==> src/sv/gsp_pkg.sv <==
// ----------------------------------------------------------------------------
// gsp_pkg
// Types, constants and the alphabet lookup for the GSM septet packer.
// ----------------------------------------------------------------------------
package gsp_pkg;

  localparam int unsigned OCTET_W  = 8;
  localparam int unsigned SEPTET_W = 7;
  localparam int unsigned UNIT_W   = 16;
  localparam int unsigned COUNT_W  = 8;
  localparam int unsigned ALPHA_N  = 128;
  localparam int unsigned QDEPTH   = 2;

  localparam logic [UNIT_W-1:0] ESC_UNIT = 16'hFFFF;

  typedef enum logic [1:0] {
    ST_OK       = 2'd0,
    ST_UNMAPPED = 2'd1,
    ST_TOO_LONG = 2'd2
  } status_e;

  typedef struct packed {
    logic [UNIT_W-1:0] code_unit;
    logic              last_unit;
  } in_item_t;

  typedef struct packed {
    logic [OCTET_W-1:0] octet;
    logic               last_octet;
    status_e            status;
    logic [COUNT_W-1:0] septet_count;
  } result_t;

  // one accepted item that produced results: res0 always, res1 when two
  typedef struct packed {
    logic    two;
    result_t res0;
    result_t res1;
  } job_t;

  typedef struct packed {
    logic                hit;
    logic [SEPTET_W-1:0] code;
  } lookup_t;

  localparam logic [UNIT_W-1:0] GSM_ALPHA [ALPHA_N] = '{
    16'h0040, 16'h00A3, 16'h0024, 16'h00A5, 16'h00E8, 16'h00E9, 16'h00F9, 16'h00EC,
    16'h00F2, 16'h00C7, 16'h000A, 16'h00D8, 16'h00F8, 16'h000D, 16'h00C5, 16'h00E5,
    16'h0394, 16'h005F, 16'h03A6, 16'h0393, 16'h039B, 16'h03A9, 16'h03A0, 16'h03A8,
    16'h03A3, 16'h0398, 16'h039E, ESC_UNIT, 16'h00C6, 16'h00E6, 16'h00DF, 16'h00C9,
    16'h0020, 16'h0021, 16'h0022, 16'h0023, 16'h00A4, 16'h0025, 16'h0026, 16'h0027,
    16'h0028, 16'h0029, 16'h002A, 16'h002B, 16'h002C, 16'h002D, 16'h002E, 16'h002F,
    16'h0030, 16'h0031, 16'h0032, 16'h0033, 16'h0034, 16'h0035, 16'h0036, 16'h0037,
    16'h0038, 16'h0039, 16'h003A, 16'h003B, 16'h003C, 16'h003D, 16'h003E, 16'h003F,
    16'h00A1, 16'h0041, 16'h0042, 16'h0043, 16'h0044, 16'h0045, 16'h0046, 16'h0047,
    16'h0048, 16'h0049, 16'h004A, 16'h004B, 16'h004C, 16'h004D, 16'h004E, 16'h004F,
    16'h0050, 16'h0051, 16'h0052, 16'h0053, 16'h0054, 16'h0055, 16'h0056, 16'h0057,
    16'h0058, 16'h0059, 16'h005A, 16'h00C4, 16'h00D6, 16'h00D1, 16'h00DC, 16'h00A7,
    16'h00BF, 16'h0061, 16'h0062, 16'h0063, 16'h0064, 16'h0065, 16'h0066, 16'h0067,
    16'h0068, 16'h0069, 16'h006A, 16'h006B, 16'h006C, 16'h006D, 16'h006E, 16'h006F,
    16'h0070, 16'h0071, 16'h0072, 16'h0073, 16'h0074, 16'h0075, 16'h0076, 16'h0077,
    16'h0078, 16'h0079, 16'h007A, 16'h00E4, 16'h00F6, 16'h00F1, 16'h00FC, 16'h00E0
  };

  function automatic lookup_t gsm_lookup(logic [UNIT_W-1:0] cu);
    lookup_t r;
    r = '0;
    for (int i = 0; i < ALPHA_N; i++) begin
      if (GSM_ALPHA[i] == cu) begin
        r.hit  = 1'b1;
        r.code = SEPTET_W'(i);
      end
    end
    return r;
  endfunction

endpackage

==> src/sv/gsp_if.sv <==
// ----------------------------------------------------------------------------
// gsp_if
// Valid/ready channels of the GSM septet packer: input, job and result.
// ----------------------------------------------------------------------------
interface gsp_in_if;
  import gsp_pkg::*;
  logic     valid;
  logic     ready;
  in_item_t payload;
  modport source (output valid, output payload, input ready);
  modport sink (input valid, input payload, output ready);
endinterface

interface gsp_job_if;
  import gsp_pkg::*;
  logic valid;
  logic ready;
  job_t payload;
  modport source (output valid, output payload, input ready);
  modport sink (input valid, input payload, output ready);
endinterface

interface gsp_out_if;
  import gsp_pkg::*;
  logic    valid;
  logic    ready;
  result_t payload;
  modport source (output valid, output payload, input ready);
  modport sink (input valid, input payload, output ready);
endinterface

==> src/sv/gsp_front.sv <==
// ----------------------------------------------------------------------------
// gsp_front
// Classifies each code unit, packs septets and issues one job per request
// that yields results.
// ----------------------------------------------------------------------------
module gsp_front #(
  parameter int unsigned MAX_CHARS = 160
) (
  input  logic  clk_i,
  input  logic  rst_ni,
  gsp_in_if.sink    in_i,
  gsp_job_if.source job_o
);
  import gsp_pkg::*;

  logic [OCTET_W-1:0]  pend_q, pend_d;
  logic [2:0]          off_q, off_d;
  logic [COUNT_W-1:0]  cnt_q, cnt_d;
  logic                disc_q, disc_d;

  lookup_t             lk;
  logic                too_long;
  logic [COUNT_W-1:0]  cnt_inc;
  logic [14:0]         acc;
  logic [OCTET_W-1:0]  pend_pack;
  logic [2:0]          off_pack;
  logic                has_res;
  logic                accept;
  job_t                job;

  assign lk       = gsm_lookup(in_i.payload.code_unit);
  assign too_long = cnt_q >= COUNT_W'(MAX_CHARS);
  assign cnt_inc  = cnt_q + 1'b1;
  assign acc      = {7'b0, pend_q} | (15'(lk.code) << off_q);
  assign accept   = in_i.valid && in_i.ready;

  always_comb begin
    if (off_q != 3'd0) begin
      pend_pack = {1'b0, acc[14:8]};
      off_pack  = off_q - 3'd1;
    end else begin
      pend_pack = acc[7:0];
      off_pack  = 3'd7;
    end
  end

  always_comb begin
    job     = '0;
    has_res = 1'b0;
    pend_d  = pend_q;
    off_d   = off_q;
    cnt_d   = cnt_q;
    disc_d  = disc_q;
    if (disc_q) begin
      if (in_i.payload.last_unit) begin
        disc_d = 1'b0;
      end
    end else if (too_long || !lk.hit) begin
      has_res                = 1'b1;
      job.res0.last_octet    = 1'b1;
      job.res0.status        = too_long ? ST_TOO_LONG : ST_UNMAPPED;
      pend_d                 = '0;
      off_d                  = '0;
      cnt_d                  = '0;
      disc_d                 = !in_i.payload.last_unit;
    end else begin
      cnt_d  = cnt_inc;
      pend_d = pend_pack;
      off_d  = off_pack;
      if (off_q != 3'd0) begin
        has_res        = 1'b1;
        job.res0.octet = acc[7:0];
      end
      if (in_i.payload.last_unit) begin
        if (off_pack != 3'd0) begin
          if (off_q != 3'd0) begin
            job.two                = 1'b1;
            job.res1.octet         = pend_pack;
            job.res1.last_octet    = 1'b1;
            job.res1.septet_count  = cnt_inc;
          end else begin
            has_res                = 1'b1;
            job.res0.octet         = pend_pack;
            job.res0.last_octet    = 1'b1;
            job.res0.septet_count  = cnt_inc;
          end
        end else begin
          job.res0.last_octet   = 1'b1;
          job.res0.septet_count = cnt_inc;
        end
        pend_d = '0;
        off_d  = '0;
        cnt_d  = '0;
      end
    end
  end

  assign in_i.ready    = job_o.ready;
  assign job_o.valid   = in_i.valid && has_res;
  assign job_o.payload = job;

  always_ff @(posedge clk_i or negedge rst_ni) begin
    if (!rst_ni) begin
      pend_q <= '0;
      off_q  <= '0;
      cnt_q  <= '0;
      disc_q <= 1'b0;
    end else if (accept) begin
      pend_q <= pend_d;
      off_q  <= off_d;
      cnt_q  <= cnt_d;
      disc_q <= disc_d;
    end
  end

endmodule

==> src/sv/gsp_queue.sv <==
// ----------------------------------------------------------------------------
// gsp_queue
// Short job queue that decouples the packing front from the result back.
// ----------------------------------------------------------------------------
module gsp_queue (
  input  logic  clk_i,
  input  logic  rst_ni,
  gsp_job_if.sink   push_i,
  gsp_job_if.source pop_o
);
  import gsp_pkg::*;

  localparam int unsigned PTR_W = (QDEPTH > 1) ? $clog2(QDEPTH) : 1;
  localparam int unsigned CNT_W = $clog2(QDEPTH + 1);

  job_t             mem_q [QDEPTH];
  logic [PTR_W-1:0] wr_q, rd_q;
  logic [CNT_W-1:0] cnt_q, cnt_d;
  logic             push, pop;

  assign push = push_i.valid && push_i.ready;
  assign pop  = pop_o.valid && pop_o.ready;

  assign push_i.ready  = cnt_q != CNT_W'(QDEPTH);
  assign pop_o.valid   = cnt_q != '0;
  assign pop_o.payload = mem_q[rd_q];

  always_comb begin
    cnt_d = cnt_q;
    if (push && !pop) begin
      cnt_d = cnt_q + 1'b1;
    end else if (pop && !push) begin
      cnt_d = cnt_q - 1'b1;
    end
  end

  always_ff @(posedge clk_i) begin
    if (push) begin
      mem_q[wr_q] <= push_i.payload;
    end
  end

  always_ff @(posedge clk_i or negedge rst_ni) begin
    if (!rst_ni) begin
      wr_q  <= '0;
      rd_q  <= '0;
      cnt_q <= '0;
    end else begin
      if (push) begin
        wr_q <= (wr_q == PTR_W'(QDEPTH - 1)) ? '0 : wr_q + 1'b1;
      end
      if (pop) begin
        rd_q <= (rd_q == PTR_W'(QDEPTH - 1)) ? '0 : rd_q + 1'b1;
      end
      cnt_q <= cnt_d;
    end
  end

endmodule

==> src/sv/gsp_back.sv <==
// ----------------------------------------------------------------------------
// gsp_back
// Drains jobs into the result channel, one result per cycle while the receiver
// is ready, through an output register with a second slot for the flush result.
// ----------------------------------------------------------------------------
module gsp_back (
  input  logic  clk_i,
  input  logic  rst_ni,
  gsp_job_if.sink   job_i,
  gsp_out_if.source out_o
);
  import gsp_pkg::*;

  logic    out_valid_q;
  result_t out_q;
  logic    sec_valid_q;
  result_t sec_q;
  logic    load;
  logic    shift;

  assign shift = sec_valid_q && out_o.ready;
  assign load  = !sec_valid_q && (!out_valid_q || out_o.ready);

  assign job_i.ready   = load;
  assign out_o.valid   = out_valid_q;
  assign out_o.payload = out_q;

  always_ff @(posedge clk_i or negedge rst_ni) begin
    if (!rst_ni) begin
      out_valid_q <= 1'b0;
      sec_valid_q <= 1'b0;
    end else if (shift) begin
      sec_valid_q <= 1'b0;
    end else if (load) begin
      out_valid_q <= job_i.valid;
      sec_valid_q <= job_i.valid && job_i.payload.two;
    end
  end

  always_ff @(posedge clk_i) begin
    if (shift) begin
      out_q <= sec_q;
    end else if (load && job_i.valid) begin
      out_q <= job_i.payload.res0;
      sec_q <= job_i.payload.res1;
    end
  end

  // second slot only ever sits behind a presented result
  a_sec_behind_out: assert property (@(posedge clk_i) disable iff (!rst_ni)
    sec_valid_q |-> out_valid_q)
    else $error("flush result pending without a presented result");

  a_err_shape: assert property (@(posedge clk_i) disable iff (!rst_ni)
    (out_valid_q && out_q.status != ST_OK) |->
      (out_q.octet == '0 && out_q.last_octet && out_q.septet_count == '0))
    else $error("error result not zero and final");

  a_count_on_last: assert property (@(posedge clk_i) disable iff (!rst_ni)
    (out_valid_q && out_q.septet_count != '0) |-> out_q.last_octet)
    else $error("septet count on a non-final result");

  a_flush_final: assert property (@(posedge clk_i) disable iff (!rst_ni)
    (out_valid_q && out_o.ready && sec_valid_q) |=> (out_valid_q && out_q.last_octet))
    else $error("flush result not marked final");

endmodule

==> src/sv/gsm_septet_packer_core.sv <==
// ----------------------------------------------------------------------------
// gsm_septet_packer_core
// GSM 7-bit default alphabet encoder packing septets LSB-first into octets.
// ----------------------------------------------------------------------------
// Path: each result passes through the job queue and then the output register.
// Throughput: one request per cycle while the job queue has room; the result
//   port moves one result per cycle while ready, so a last character with two
//   results stalls the back end, and the two-entry job queue absorbs that.
// Reset: clears packing state, character count, discard flag, queue and
//   output valid.
module gsm_septet_packer_core #(
  parameter int unsigned MAX_CHARS = 160
) (
  input  logic  clk_i,
  input  logic  rst_ni,
  gsp_in_if.sink    in_i,
  gsp_out_if.source out_o
);
  import gsp_pkg::*;

  gsp_job_if fq_if ();
  gsp_job_if qb_if ();

  gsp_front #(
    .MAX_CHARS (MAX_CHARS)
  ) u_front (
    .clk_i  (clk_i),
    .rst_ni (rst_ni),
    .in_i   (in_i),
    .job_o  (fq_if)
  );

  gsp_queue u_queue (
    .clk_i  (clk_i),
    .rst_ni (rst_ni),
    .push_i (fq_if),
    .pop_o  (qb_if)
  );

  gsp_back u_back (
    .clk_i  (clk_i),
    .rst_ni (rst_ni),
    .job_i  (qb_if),
    .out_o  (out_o)
  );

endmodule
==> src/flat_wrapper.sv <==
// flat-port wrapper written by rule: the top's interface ports become plain ports
module gsm_septet_packer_core_flat import gsp_pkg::*;
#(
  parameter int unsigned MAX_CHARS = 160
)
  (clk_i, rst_ni, in_i_valid, in_i_payload, in_i_ready, out_o_valid, out_o_payload, out_o_ready);
  gsp_in_if in_i_i ();
  gsp_out_if out_o_i ();
  input  logic clk_i;
  input  logic rst_ni;
  input wire logic [$bits(in_i_i.valid)-1:0] in_i_valid;
  input wire logic [$bits(in_i_i.payload)-1:0] in_i_payload;
  output wire logic [$bits(in_i_i.ready)-1:0] in_i_ready;
  output wire logic [$bits(out_o_i.valid)-1:0] out_o_valid;
  output wire logic [$bits(out_o_i.payload)-1:0] out_o_payload;
  input wire logic [$bits(out_o_i.ready)-1:0] out_o_ready;
  assign in_i_i.valid = in_i_valid;
  assign in_i_i.payload = in_i_payload;
  assign in_i_ready = in_i_i.ready;
  assign out_o_valid = out_o_i.valid;
  assign out_o_payload = out_o_i.payload;
  assign out_o_i.ready = out_o_ready;
  gsm_septet_packer_core #(.MAX_CHARS(MAX_CHARS)) u_core (.clk_i(clk_i), .rst_ni(rst_ni), .in_i(in_i_i), .out_o(out_o_i));
endmodule
==> config.mk <==
export PLATFORM = sky130hd
export DESIGN_NAME = gsm_septet_packer_core_flat
export DESIGN_NICKNAME = d
export VERILOG_FILES = /design/src/sv/gsp_pkg.sv /design/src/sv/gsp_if.sv /design/src/sv/gsp_front.sv /design/src/sv/gsp_queue.sv /design/src/sv/gsp_back.sv /design/src/sv/gsm_septet_packer_core.sv /design/src/flat_wrapper.sv
export SDC_FILE = /design/constraint.sdc
export NUM_CORES = 1
export LEC_CHECK = 0
export BUFFER_PORTS_ARGS = -buffer_cell sky130_fd_sc_hd__buf_2
export CAP_MARGIN = 20
export CORE_ASPECT_RATIO = 1.2
export CORE_MARGIN = 2
export CORE_UTILIZATION = 45
export CTS_CLUSTER_DIAMETER = 80
export CTS_CLUSTER_SIZE = 40
export DETAILED_ROUTE_END_ITERATION = 10
export SYNTH_ARGS = -nofsm -noshare
export SYNTH_HDL_FRONTEND = slang
export SYNTH_SLANG_ARGS = --single-unit
==> constraint.sdc <==
create_clock -name clk_i -period 6.5 [get_ports clk_i]
set_input_delay 1.3 -clock clk_i [delete_from_list [all_inputs] [get_ports clk_i]]
set_output_delay 1.3 -clock clk_i [all_outputs]
set_load 0.005 [all_outputs]
-- After elaboration in Yosys (flattened, before gate mapping)
Memories as Yosys holds them, arrays and structs flattened.
Cells that the tools add are included.
- add/subtract/negate cells: 6
- order comparisons: 1
- equal/unequal tests: 129
- shift operators: 1
- muxes and demuxes: 176
- bitwise operators: 3
- reduce and logical (&&, ||, !) cells: 26
- operator list (kind ; number):
    $mux W8 ; 141
    $eq A7 B16 Y1 const A ; 54
    $eq A6 B16 Y1 const A ; 32
    $eq A8 B16 Y1 const A ; 29
    $eq A10 B16 Y1 const A ; 10
    $mux W9 ; 5
    $mux W19 ; 2
    $mux W17 ; 2
    $eq A4 B16 Y1 const A ; 2
    $mux W29 ; 1
    $mux W1 ; 17
    $eq A16 B16 Y1 const A ; 1
    $or A8 B15 Y15 ; 1
    $shl A7 B3 Y15 ; 1
    $mux W10 ; 1
    $logic_and A1 B1 Y1 ; 9
    $mux W3 ; 3
    $add A8 B1 Y8 const B ; 1
    $ge A8 B8 Y1 const B ; 1
    $mux W2 ; 4
    $reduce_bool A2 Y1 ; 4
    $logic_not A1 Y1 ; 6
    $reduce_and A2 Y1 ; 3
    $reduce_bool A3 Y1 ; 2
    7 further kinds ; 10
- bits in registers: 64
- memory bits (writable): 74
- logic and storage cells: 360
- memories kept: 1
- memory list (memory ; words ; bits a word ; read ports ; clocked after memory_dff ; wr ports ; RTL line ; text):
    u_core.u_queue.mem_q ; 2 ; 37 ; 1 ; 0 ; 1 ; gsp_queue.sv:16 ; job_t mem_q [QDEPTH];

-- Logic depth before layout (Yosys ltp)
Gate-level depths: netlist (run 1).
- depth in word-level cells: 139
- depth in mapped cells: 17
- gate-level depth less buffers: 12

-- Hierarchy
Synthesis (run 1) repeated with hierarchy kept, for this count alone.
- cells, all modules: 984
- area total of the unflattened synthesis: 10013.4 um2
- modules (own cells, without submodules) (module ; instances ; cells each ; area each (um2) ; sequential area each (um2)):
    gsp_front ; 1 ; 772 ; 5449.0 ; 500.5
    gsp_queue ; 1 ; 139 ; 3032.9 ; 2442.3
    gsp_back ; 1 ; 73 ; 1531.5 ; 1191.1

-- Worst setup path before layout (run 1)
OpenSTA, ideal clock, no wires.
- kind: input to register
- start: in in_i_payload[4]
- end: mem u_core.u_queue.mem_q[0][0] in the netlist's numbering, enable pin
- library setup time: 429 ps
- arrival: 4689 ps
- required time: 6071 ps
- path slack: 1382 ps
- stages on the path: 11
- path buffers: 3
- cells stage by stage: buf_4 > buf_6 > buf_6 > or4b_4 > nand2_1 > a31oi_1 > nor4_1 > nand4b_2 > o21ai_2 > o21ai_4 > nor2_1
- cells in the longest elaborated chain, start to end: 137
- elaborated cells between the ends (all ways): 264
- those cells by class: 128 x eq/ne; 132 x mux; 4 x reduce/logical
- ends and longest elaborated chain (element ; RTL line ; text):
    from (decl) ; flat_wrapper.sv:12 ; input wire logic [$bits(in_i_i.payload)-1:0] in_i_payload;
    $eq A7 B16 Y1 ; gsp_pkg.sv:69 ; if (GSM_ALPHA[i] == cu) begin
    $mux W8 (127 in a row) ; gsp_pkg.sv:69 ;
    $mux W8 (*) ; gsp_pkg.sv:69 ;
    $logic_not A1 Y1 (*) ; gsp_front.sv:58 ; end else if (too_long || !lk.hit) begin
    $logic_or A1 B1 Y1 (*) ; gsp_front.sv:58 ;
    $mux W1 (*) ; gsp_front.sv:58 ;
    $mux W1 (*) ; gsp_front.sv:54 ; if (disc_q) begin
    $logic_and A1 B1 Y1 (*) ; gsp_front.sv:99 ; assign job_o.valid = in_i.valid && has_res;
    $logic_and A1 B1 Y1 (*) ; gsp_queue.sv:21 ; assign push = push_i.valid && push_i.ready;
    $mux W1 (*) ; gsp_queue.sv:38 ; if (push) begin
    $mux W1 (not written as such) (*) ; gsp_queue.sv:39 ; mem_q[wr_q] <= push_i.payload;
    to (decl) ; gsp_queue.sv:16 ;
Mark *: on every way between the ends. The rest lies on a longest branch, timed or not.

-- Worst setup path after layout (run 1)
- start: in in_i_payload[4]
- end: mem u_core.u_queue.mem_q[1][22] in the netlist's numbering, enable pin
- cells in the longest elaborated chain, start to end: 137
- elaborated cells between the ends (all ways): 264
- those cells by class: 128 x eq/ne; 132 x mux; 4 x reduce/logical
- ends and longest elaborated chain (element ; RTL line ; text):
    $eq A7 B16 Y1 ; gsp_pkg.sv:69 ;
    $mux W8 (127 in a row) ; gsp_pkg.sv:69 ;
    $mux W8 (*) ; gsp_pkg.sv:69 ;
    $logic_not A1 Y1 (*) ; gsp_front.sv:58 ;
    $logic_or A1 B1 Y1 (*) ; gsp_front.sv:58 ;
    $mux W1 (*) ; gsp_front.sv:58 ;
    $mux W1 (*) ; gsp_front.sv:54 ;
    $logic_and A1 B1 Y1 (*) ; gsp_front.sv:99 ;
    $logic_and A1 B1 Y1 (*) ; gsp_queue.sv:21 ;
    via u_core.u_queue.push ; gsp_queue.sv:19 ; logic push, pop;
    $mux W1 (*) ; gsp_queue.sv:38 ;
    $mux W1 (not written as such) (*) ; gsp_queue.sv:39 ;
Mark *: on every way through the listed nets, which the timed path passes. The rest lies on a longest branch.

==> results.toml, run 1 <==
[sta]
finalSetupTns_ns = 0
finalSetupViolations = 0
slew_headroom = 0.284
period_share = 0.773
fin_crit_ns = 5.02
timing.fmax_ghz = 0.199
hold_violations = 0
clock_skew_ns = 0.00789
tightest_slew_ns = 1.07
rsz0062_at_grt = "false"
worst_slack_ns = 1.48
slew_violations = 0

[critical_path]
end_kind = "register"
startpoint = "in_i_payload[4]"
worstSetupPathType = "input pin to register"
r2r_cells = 8
start_kind = "input pin"
cp_top_family = "buffers and inverters"
cp_data_arrival_time_ns = 5.10
critPathRequiredTime_ns = 6.57
r2r_start = "u_core.u_front.off_q[0]"
r2r_end = "u_core.u_queue.mem_q[1][22]"
cpMaxStageDelayCell = "buf_2"
path_cells = "buf_2 -> clkinv_1 -> a31o_1 -> o31ai_1 -> nand3_1 -> o21ai_2 -> o21ai_4 -> inv_2 -> and2_1 -> buf_4"
crit_fanout = 56
slowest_delay_ns = 0.77
crit_buf_inv = 4
r2r_setup_slack_ns = 2.96

[power]
cellLeakagePower_nw = 3.30
total_power_mw = 2.93
p_per_area_mw_per_mm2 = 304
irDropWorstVdd_mv = 0.218

[global_route]
overflow = 0
grt_pass1_wl_um = 43900
grt_max_degree = 57
antenna_found_initial = 0
grt_usage = 0.277
grt_pass1_vias = 7444

[logic_synthesis]
yosysWarnings = 0
synth_edf_count = 108
synthCells = 842
ys_types = 110
syn_avg_cell_area_um2 = 10.4
syn_area_mm2 = 0.00874
ys_ff_latch = 134
yosysSeqAreaShare = 0.446
async_flop_share = 0.194
synth_flop_cell = "edfxtp_1"

[routing]
ant_nets = 0
finalWirelength_um = 28000
wl_per_cell_um = 24.8
drtPass1Iterations = 6
drcViolationCount = 0
vias = 7479
dr.first_iter.drc_count = 681
drt-vias-per-instance = 6.62

[placement]
place_ws_ns = 1.16
placed_cell_area_mm2 = 0.00900
place_hpwl_um = 20100
routabilityCongestion = 1.05
portBuffers = 41

[floorplanning]
die-area_mm2 = 0.0206
initial_core_util = 0.462
die_w_um = 131
core_mm2 = 0.0189
io_pins = 42
num_rows = 55
die-height_um = 157

[min_path]
hp-class = "register to register"
hold_depth = 2
hold_start = "u_core.u_front.pend_q[4]"
min_to = "u_core.u_front.pend_q[4]"

[clocking]
tritoncts = "yes"
root_buffer = "clkbuf_16"
clock-sinks = 134
htreeDepth = 4
cts_resized = 0
ctsHoldBuffers = 0
cts_buffer_depth = 2
path_clk_slew_ns = 0.06
clock_latency_ns = 0.40
cts_buffers = 17
post_cts_buffers = 0

[finish]
antenna_cells = 0
final_nets = 888
design_area_mm2 = 0.00961
final_common_cell = "edfxtp_1"
areaGrowthSynthToFinish_pct = 9.96
layout_common_cells = "edfxtp_1 (108), nor2_1 (66), nand2_1 (63), o21ai_0 (45), buf_2 (41)"
n_fill_cell = 1711
drive_gt1_frac = 0.189
postLayoutCoreUtil = 0.508

[job]
cap_violations = 0

[run_status]
status = "complete, no violations"
## cell usage after synthesis (all sizes together), types with 20 or more instances
master	n	area share
mux2	21	0.027
o21ai	55	0.034
dfrtp	26	0.074
nand3	26	0.015
a31oi	20	0.016
a21oi	35	0.021
buf	46	0.044
edfxtp	108	0.37
nand2	66	0.029
o22ai	23	0.016
mux2i	20	0.023
clkbuf	22	0.0094
nor2	67	0.029
## flip-flops by register name, summed over array words and instances (netlist names)
signal / cells
u_core.u_queue.mem_q: 72
u_core.u_back.out_o.payload: 19
u_core.u_back.sec_q: 17
u_core.u_front.cnt_q: 8
u_core.u_front.pend_q: 8
u_core.u_front.off_q: 3
u_core.u_queue.cnt_q: 2
u_core.u_back.out_o.valid: 1
u_core.u_back.sec_valid_q: 1
u_core.u_front.disc_q: 1
u_core.u_queue.rd_q: 1
u_core.u_queue.wr_q: 1
## report_power, final
part,internal [mW],total (mW),switching (mW)
combinational,0.256,0.628,0.371
sequential,1.21,1.33,0.120
clock,0.624,0.967,0.343
total,2.09,2.93,0.834
## final cells by class
| cell class | instances | area [um^2] | share of cell area |
|---|---|---|---|
| clock buffer | 21 | 460 | 0.0479 |
| clock inverter | 11 | 148 | 0.0154 |
| inverter | 22 | 82.6 | 0.00859 |
| multi-input combinational | 621 | 4320 | 0.449 |
| sequential | 134 | 3890 | 0.405 |
| tap | 256 | 320 | 0.0333 |
| timing repair buffer | 65 | 385 | 0.0401 |
## how the worst max path moves through the flow
stage	end	slack (ns)	cells past startpoint
2_1_floorplan	u_core.u_queue.mem_q[0][0]	1.38	11
3_3_place_gp	u_core.u_queue.mem_q[1][0]	1.10	11
3_5_place_dp	u_core.u_queue.mem_q[1][4]	1.16	10
4_1_cts	u_core.u_queue.mem_q[1][22]	1.58	10
5_1_grt	u_core.u_queue.mem_q[1][22]	1.17	10
6_report	u_core.u_queue.mem_q[1][22]	1.48	10
## per-stage QoR
stage                     hold slack, ns  instances
after floorplan                    0.452        845
after global placement             0.475       1098
after detailed placement           0.486       1098
after CTS                          0.500       1130
after global routing               0.518       1130
final                              0.490       1130
## worst reg2reg max path, cell delays in order, from the launching register on
cell and delay [ns]:
dfrtp_1 0.66, clkinv_1 0.48, ha_1 0.45, nor2b_1 0.19, nand2b_1 0.22, o21ai_4 0.13, inv_2 0.09, and2_1 0.56
buf_4 0.42
## cells by family (layout without fill, tap and decap cells)
group,Yosys count,after routing,synth area share
flops,134,134,0.446
fa+ha+maj,6,6,0.00859
xor+xnor,14,14,0.0140
other cells,1,4,0.000429
compound gates,238,238,0.198
buf+inv,90,119,0.0624
simple gates,318,318,0.221
mux,41,41,0.0504
## metal layers
metal | global-route usage | up-vias | routed length [um]
li1 | - | 3333 | -
met1 | 0.307 | 3562 | 10200
met2 | 0.480 | 449 | 13800
met3 | 0.0515 | 135 | 1850
met4 | 0.205 | 0 | 2220
met5 | 0 | - | 0
No activity file was read; power rests on OpenSTA's default activity.
==> run 2, diff against run 1 <==
clock period = 4.2 ns   (was 6.5 ns; I/O delays follow)
==> run 2 against run 1 <==
- clock-buffer cell count unchanged
- power grew 61%
- sequential share of layout area decreased by 3.1 points
==> results.toml, run 2 (synthesis gave the netlist of run 1 again) <==
[routing]
drcViolationCount = 0
finalWirelength_um = 29400
drtPass1Iterations = 5
dr.first_iter.drc_count = 730
vias = 7745
wl_per_cell_um = 24.1
drt-vias-per-instance = 6.35
ant_nets = 0

[job]
cap_violations = 0

[finish]
antenna_cells = 0
areaGrowthSynthToFinish_pct = 19.0
final_common_cell = "buf_4"
layout_common_cells = "buf_4 (109), edfxtp_1 (108), nor2_1 (66), nand2_1 (63), o21ai_0 (45)"
top_register = "u_core.u_queue.mem_q"
fin_cells = 1220
final_nets = 978
postLayoutCoreUtil = 0.550
drive_gt1_frac = 0.267
largest_register_ffs = 72

[critical_path]
crit_buf_inv = 4
path_cells = "buf_2 -> buf_4 -> and4bb_1 -> a32oi_1 -> o221ai_1 -> nor4_1 -> nand4b_2 -> o21ai_2 -> o21ai_4 -> buf_4 -> nor2_4 -> buf_12"
start_kind = "input pin"
cp_common_cell = "buf_4"
cp_top_family = "simple AND/OR/NAND/NOR gates"
worstSetupPathType = "input pin to register"
critPathRequiredTime_ns = 4.30
crit_fanout = 36
cp_data_arrival_time_ns = 3.97
slowest_delay_ns = 0.54
cpMaxStageDelayCell = "nor4_1"
end_kind = "register"

[power]
irDropWorstVdd_mv = 0.410
cellLeakagePower_nw = 3.77
p_per_area_mw_per_mm2 = 453

[floorplanning]
io_pins = 42
num_rows = 55
die-area_mm2 = 0.0206
initial_core_util = 0.462
core_mm2 = 0.0189
die_w_um = 131
die-height_um = 157

[global_route]
met2_usage = 0.522
overflow = 0
grt_max_degree = 38
grt_pass1_wl_um = 45500
busiest_layer = "met2"
grt_usage = 0.288
antenna_found_initial = 0
met3_usage = 0.0437
met1_usage = 0.305
grt_pass1_vias = 7975

[sta]
slew_violations = 0
hold_violations = 0
timing.fmax_ghz = 0.258
finalSetupViolations = 0
tightest_slew_ns = 1.01
clock_skew_ns = 0.0106
period_share = 0.921
fin_crit_ns = 3.87
slew_headroom = 0.330
rsz0062_at_grt = "false"

[placement]
place_hpwl_um = 22000
portBuffers = 41
routabilityCongestion = 1.04
dp_cells = 1188

[clocking]
clock-sinks = 134
clock_latency_ns = 0.41
cts_resized = 0
cts_buffer_depth = 2
htreeDepth = 4
post_cts_buffers = 0
root_buffer = "clkbuf_16"
ctsHoldBuffers = 0
cts_buffers = 17
tritoncts = "yes"
path_clk_slew_ns = 0.06

[run_status]
status = "complete, no violations"

[min_path]
hp-class = "input pin to async pin"
run 2: changes by cell type in the layout (fill, tap and decap cells not counted):
cell	before	now
buf_4	24	109
buf_12	0	5
bufinv_16	3	5
clkinv_1	4	3
clkinvlp_4	3	2
nor4b_1	5	4
nor4b_2	1	2
run 2: worst paths after layout:
path                                         start                          end  slack [ns]  depth (start not counted)
min                                         rst_ni      u_core.u_front.cnt_q[3]        0.47                          1
min reg2reg                u_core.u_queue.cnt_q[1]      u_core.u_queue.cnt_q[1]        0.51                          1
min in group clk_i         u_core.u_queue.cnt_q[1]      u_core.u_queue.cnt_q[1]        0.51                          1
max reg2reg                u_core.u_front.off_q[0]  u_core.u_queue.mem_q[0][12]        1.48                         10
max in group asynchronous                   rst_ni          u_core.u_queue.rd_q        3.23                          1
max                                in_i_payload[2]   u_core.u_queue.mem_q[0][5]        0.33                         12
run 2: power breakdown:
group / total, mW / internal (mW) / switching [mW]
Clock: 1.61 / 1.09 / 0.524
Combinational: 1.03 / 0.446 / 0.588
Sequential: 2.06 / 1.87 / 0.191
Total: 4.71 / 3.41 / 1.30
run 2: layout make-up:
type	instances	area, um^2
Clock buffer	21	460
Clock inverter	11	196
Fill cell	1660	8520
Inverter	22	82.6
Multi-Input combinational cell	621	4330
Sequential cell	134	3890
Tap cell	256	320
Timing Repair Buffer	155	1120
run 2: stage by stage:
step | setup slack [ns] | setup TNS [ns] | power (mW) | hold slack (ns) | cell area [um^2]
after detailed placement | -0.0706 | -4.05 | 3.11 | 0.490 | 9750
final | 0.331 | 0 | 4.71 | 0.469 | 10400
after global routing | 0.234 | 0 | 4.91 | 0.516 | 10400
after global placement | 0.00455 | 0 | 3.09 | 0.474 | 9750
after CTS | 0.328 | 0 | 4.74 | 0.486 | 10400
after floorplan | 0.144 | 0 | 2.70 | 0.452 | 8750
run 2: layer usage:
layer	share of wire	vias to the layer above
met4	0.078	0
met2	0.51	383
met1	0.36	3732
li1	-	3501
met5	0	-
met3	0.057	129
